File: src/rtl/thsc_pkg.sv
// shared types, constants and arithmetic helpers for the sensor compensation pipeline
package thsc_pkg;

	// configuration register indexes
	typedef enum logic [2:0] {
		REG_TEMP_COEF  = 3'd0,
		REG_HUM_ONE    = 3'd1,
		REG_HUM_TWO    = 3'd2,
		REG_HUM_THREE  = 3'd3,
		REG_HUM_FOUR   = 3'd4,
		REG_HUM_FIVE   = 3'd5,
		REG_HUM_SIX    = 3'd6
	} cfg_reg_t;

	localparam int unsigned CFG_W = 48;

	localparam logic [31:0] FINE_OFS      = 32'd76800;
	localparam logic [31:0] P_ROUND       = 32'd16384;
	localparam logic [31:0] R_OFS         = 32'd32768;
	localparam logic [31:0] Q_OFS         = 32'd2097152;
	localparam logic [31:0] Q_ROUND       = 32'd8192;
	localparam logic [31:0] HUM_MAX       = 32'd419430400;
	localparam logic [31:0] T_ROUND       = 32'd128;
	localparam logic [16:0] HUM_Q10_MAX   = 17'd102400;

	// temperature half of the pipeline handed to the humidity half
	typedef struct packed {
		logic        valid;
		logic [31:0] temp;
		logic [31:0] fine;
		logic [31:0] x;
		logic [15:0] raw_hum;
	} temp_res_t;

	// results that ride along the humidity stages
	typedef struct packed {
		logic [31:0] temp;
		logic [31:0] fine;
	} side_t;

	// arithmetic shift right on a 32-bit two's complement word
	function automatic logic [31:0] asr(input logic [31:0] x, input int unsigned sh);
		return 32'($unsigned($signed(x) >>> sh));
	endfunction

	// low 32 bits of a product
	function automatic logic [31:0] mulw(input logic [31:0] a, input logic [31:0] b);
		return a * b;
	endfunction

	function automatic logic [31:0] sx16(input logic [15:0] v);
		return {{16{v[15]}}, v};
	endfunction

	function automatic logic [31:0] sx8(input logic [7:0] v);
		return {{24{v[7]}}, v};
	endfunction

	// temperature in centidegrees from the fine value
	function automatic logic [31:0] centi(input logic [31:0] fine);
		return asr((fine << 2) + fine + T_ROUND, 8);
	endfunction

endpackage

File: src/rtl/thsc_temp.sv
// temperature compensation stages one to four
module thsc_temp (
	input  logic                clk,
	input  logic                arst_n,
	input  logic                en,
	input  logic                in_valid,
	input  logic [19:0]         raw_temperature,
	input  logic [15:0]         raw_humidity,
	input  logic [47:0]         temp_coefficients,
	output thsc_pkg::temp_res_t res
);
	import thsc_pkg::*;

	logic [31:0] t1, t2, t3, u, d;
	logic        v_s1, v_s2, v_s3, v_s4;
	logic [31:0] ma_s1, md_s1;
	logic [15:0] hum_s1, hum_s2, hum_s3, hum_s4;
	logic [31:0] a_s2, mb_s2;
	logic [31:0] fine_s3;
	logic [31:0] temp_s4, fine_s4, x_s4;

	assign t1 = {16'b0, temp_coefficients[15:0]};
	assign t2 = sx16(temp_coefficients[31:16]);
	assign t3 = sx16(temp_coefficients[47:32]);

	assign u = {15'b0, raw_temperature[19:3]} - {15'b0, temp_coefficients[15:0], 1'b0};
	assign d = {16'b0, raw_temperature[19:4]} - t1;

	always_ff @(posedge clk or negedge arst_n) begin
		if (!arst_n) begin
			v_s1 <= 1'b0;
			v_s2 <= 1'b0;
			v_s3 <= 1'b0;
			v_s4 <= 1'b0;
		end else if (en) begin
			v_s1 <= in_valid;
			v_s2 <= v_s1;
			v_s3 <= v_s2;
			v_s4 <= v_s3;
		end
	end

	always_ff @(posedge clk) begin
		if (en) begin
			ma_s1   <= mulw(u, t2);
			md_s1   <= mulw(d, d);
			hum_s1  <= raw_humidity;
			a_s2    <= asr(ma_s1, 11);
			mb_s2   <= mulw(asr(md_s1, 12), t3);
			hum_s2  <= hum_s1;
			fine_s3 <= a_s2 + asr(mb_s2, 14);
			hum_s3  <= hum_s2;
			temp_s4 <= centi(fine_s3);
			fine_s4 <= fine_s3;
			x_s4    <= fine_s3 - FINE_OFS;
			hum_s4  <= hum_s3;
		end
	end

	assign res = '{valid: v_s4, temp: temp_s4, fine: fine_s4, x: x_s4, raw_hum: hum_s4};

	assert property (@(posedge clk) disable iff (!arst_n)
		v_s4 |-> x_s4 + FINE_OFS == fine_s4)
		else $error("fine offset lost between stages");

	assert property (@(posedge clk) disable iff (!arst_n)
		!$past(en) |-> $stable(v_s4) && $stable(fine_s4))
		else $error("temperature stages moved while frozen");

	assert property (@(posedge clk) disable iff (!arst_n)
		v_s4 |-> temp_s4 == centi(fine_s4))
		else $error("centidegree value does not follow fine value");

endmodule

File: config.mk
export PLATFORM = sky130hd
export DESIGN_NAME = thsc_temp
export DESIGN_NICKNAME = d
export VERILOG_FILES = /design/src/rtl/thsc_pkg.sv /design/src/rtl/thsc_temp.sv
export SDC_FILE = /design/constraint.sdc
export NUM_CORES = 2
export LEC_CHECK = 0
export BUFFER_PORTS_ARGS = -buffer_cell sky130_fd_sc_hd__buf_4
export CORE_ASPECT_RATIO = 0.9
export CORE_MARGIN = 2
export CORE_UTILIZATION = 68
export DETAILED_ROUTE_END_ITERATION = 12
export PLACE_DENSITY = 0.91
export SETUP_SLACK_MARGIN = 0.15
export SLEW_MARGIN = 20
export SYNTH_ARGS = -nofsm -noshare
export SYNTH_HDL_FRONTEND = slang
export SYNTH_SLANG_ARGS = --single-unit
File: constraint.sdc
create_clock -name clk -period 20.2 [get_ports clk]
set_input_delay 4.04 -clock clk [delete_from_list [all_inputs] [get_ports clk]]
set_output_delay 4.04 -clock clk [all_outputs]
set_load 0.02 [all_outputs]
==> results.md <==
* RSZ-0062 raised after global routing: no
* Worst path slowest cell: clkinv_1
* Max-slew violations at 0
* Reg2Reg Setup Slack at 12.59 ns
* Floorplan core area at 57,200 um^2
* Sum of negative setup slack at 0 ns
* Htree depth at 1
* ANT cells at 0
* Slew at the pin with the worst max-slew slack at 1.17 ns
* Post-Synthesis Cells at 3,871
* Worst slew margin at 22.0%
* Yosys reg bits at 238
* Clock Skew at 0.0110 ns
* Drt wl/cell at 19.1 um
* # rows at 83
* Die Wd at 258 um
* IO Port Bufs at 197
* Commonest non-fill, non-tap cell in the layout: inv_1
* CTS Buf Count at 23
* Commonest cells after routing, fill and taps aside: 975 x inv_1, 815 x fa_1, 466 x nand2_1, 321 x ha_1, 234 x edfxtp_1
* Number of global-route vias before repair at 30,300
* Slowest Stage Delay on Critical Path at 0.69 ns
* Fillers at 3,482
* Unique cell type count in the Yosys netlist at 70
* Fin crit share at 66.8%
* Mapped Area at 39,500 um^2
* Finish-stage setup viols at 0
* Vias at 27,100
* I/O pin count at 201
* CP Class: input port to flop
* Total gr overflow at 0
* Via density at 5.72
* Share of cells above drive strength 1 at 7.34%
* Clock Tree Buf Depth at 3
* Hold buffers post-CTS at 0
* Post-synth ARST share at 1.68%
* Max frequency at 74.1 MHz
* Final hold violation count at 0
* Max-cap violations at 0
* Post-CTS sizing at 0
* Worst r2r src: md_s1[21]$_DFFE_PP_
* Initial Util at 69.0%
* Routed wire length at 90,800 um
* HP Class: flop to flop
* Syn_area_per_cell at 10.2 um^2
* Worst path arrival time at 13.73 ns
* Worst R2R End: mb_s2[25]$_DFFE_PP_
* Routability Congestion at 0.923
* Hold Crit Depth at 0
* Final #Nets at 5,185
* Syn nets at 5,095
* Crit path required time at 20.44 ns
* Worst setup SP type: input port
* Min cycle time layout at 13.49 ns
* Register area share after synthesis at 18.1%
* Critical path capture point type: flop
* DR DRC count at 0
* Clk sinks at 238
* Detailed Routing Iterations Pass 1 at 8
* Top cell by count, worst path: fa_1
* Largest net degree at the start of global routing at 153
* Clock Latency Late Sink at 0.53 ns
* Initial antenna violation count at 1
* Yosys warnings at 0
* Area grow syn2layout at 7.12%
* Clk slew on worst S/H paths at 0.07 ns
* Post-DRT Antenna Nets at 0
* EDFF count, synth at 234
* Post-CTS Setup Bufs at 0
* Worst Path Max Fanout at 15
* First-iteration detailed-routing DRC count at 2,288
* First-pass GRT wire length at 150,000 um
* CTS tree: yes
* Total Routing Usage GR at 31.7%
* Worst R2R Path Depth at 21
* DPL Wire Length at 71,000 um
* Synth Flop Type: edfxtp_1
* Hold Startpoint: ma_s1[18]$_DFFE_PP_
* Status: complete, no violations
* WHS Endpoint: a_s2[7]$_DFFE_PP_
* Total die area at 60,000 um^2
* Clock root buffer: clkbuf_16
* Die Ht at 233 um
-- layout make-up --
type	count	area, um^2	share of cell area (%)
Multi-Input combinational cell	2498	28000	66.3
Inverter	986	3700	8.76
Sequential cell	238	7130	16.9
Clock buffer	27	601	1.42
Clock inverter	15	262	0.619
Tap cell	765	957	2.26
Timing Repair Buffer	214	1610	3.82
-- worst max-delay path, delay by kind of cell --
kind | cells | cell delay [ns]
compound gates | 10 | 2.35
buf+inv | 8 | 1.51
simple gates | 5 | 1.24
fa+ha+maj | 9 | 3.79
xor+xnor | 2 | 0.78
-- cell usage after synthesis, types with 32 or more instances --
cell	n	area, um^2
inv_1	975	3660
fa_1	815	16300
nand2_1	466	1750
ha_1	321	4020
edfxtp_1	234	7030
and2_1	219	1370
nor2_1	128	480
xnor2_1	125	1090
clkbuf_1	118	443
a21oi_1	66	330
xor2_1	42	368
o21ai_0	40	200
a21o_1	34	255
nor2b_1	32	200
-- registers in the layout, summed over array words and instances (netlist names) --
name / flops
hum_s2: 16
hum_s1: 16
x_s4: 22
v_s4: 1
md_s1: 20
hum_s3: 16
ma_s1: 21
hum_s4: 16
temp_s4: 24
fine_s3: 22
v_s2: 1
a_s2: 21
v_s1: 1
fine_s4: 22
v_s3: 1
mb_s2: 18
-- stage by stage --
stage / instance area (um^2) / hold WS (ns) / worst slack, ns / instances / utilization, %
3_5_place_dp: 41400 / 0.405 / 6.35 / 4701 / 72.4
3_3_place_gp: 41400 / 0.401 / 6.48 / 4701 / 72.4
4_1_cts: 42300 / 0.420 / 6.89 / 4743 / 73.9
5_1_grt: 42300 / 0.427 / 6.25 / 4743 / 73.9
6_report: 42300 / 0.416 / 6.71 / 4743 / 73.9
2_1_floorplan: 39500 / 0.400 / 8.16 / 3871 / -
-- metal layers --
layer	vias to the layer above	routed length, um	GRT usage [%]
li1	11700	-	-
met2	1563	45600	55.3
met1	13500	32100	39.1
met4	0	4330	14.0
met3	366	8720	5.53
met5	-	0	0
-- worst max path at each step --
stage,endpoint,slack [ns],from,cells after the start
6_report,ma_s1[31]$_DFFE_PP_,6.71,raw_temperature[4],34
5_1_grt,ma_s1[31]$_DFFE_PP_,6.25,raw_temperature[4],33
4_1_cts,ma_s1[31]$_DFFE_PP_,6.89,raw_temperature[4],34
3_5_place_dp,ma_s1[31]$_DFFE_PP_,6.35,raw_temperature[4],34
3_3_place_gp,ma_s1[31]$_DFFE_PP_,6.48,raw_temperature[4],34
2_1_floorplan,ma_s1[31]$_DFFE_PP_,8.16,temp_coefficients[2],32
-- kinds of logic after synthesis --
kind of cell | share of synthesized area, %
AO/OA/AOI/OAI | 4.09
XOR/XNOR | 3.87
adder cells (fa/ha/maj) | 51.5
buffers and inverters | 11.1
flip-flops | 18.1
multiplexers | 0.228
AND/OR/NAND/NOR | 11.1
Power is left out: the tool's default activity adds up to more than one toggle a clock period on the data nets, which glitch-free logic cannot reach.
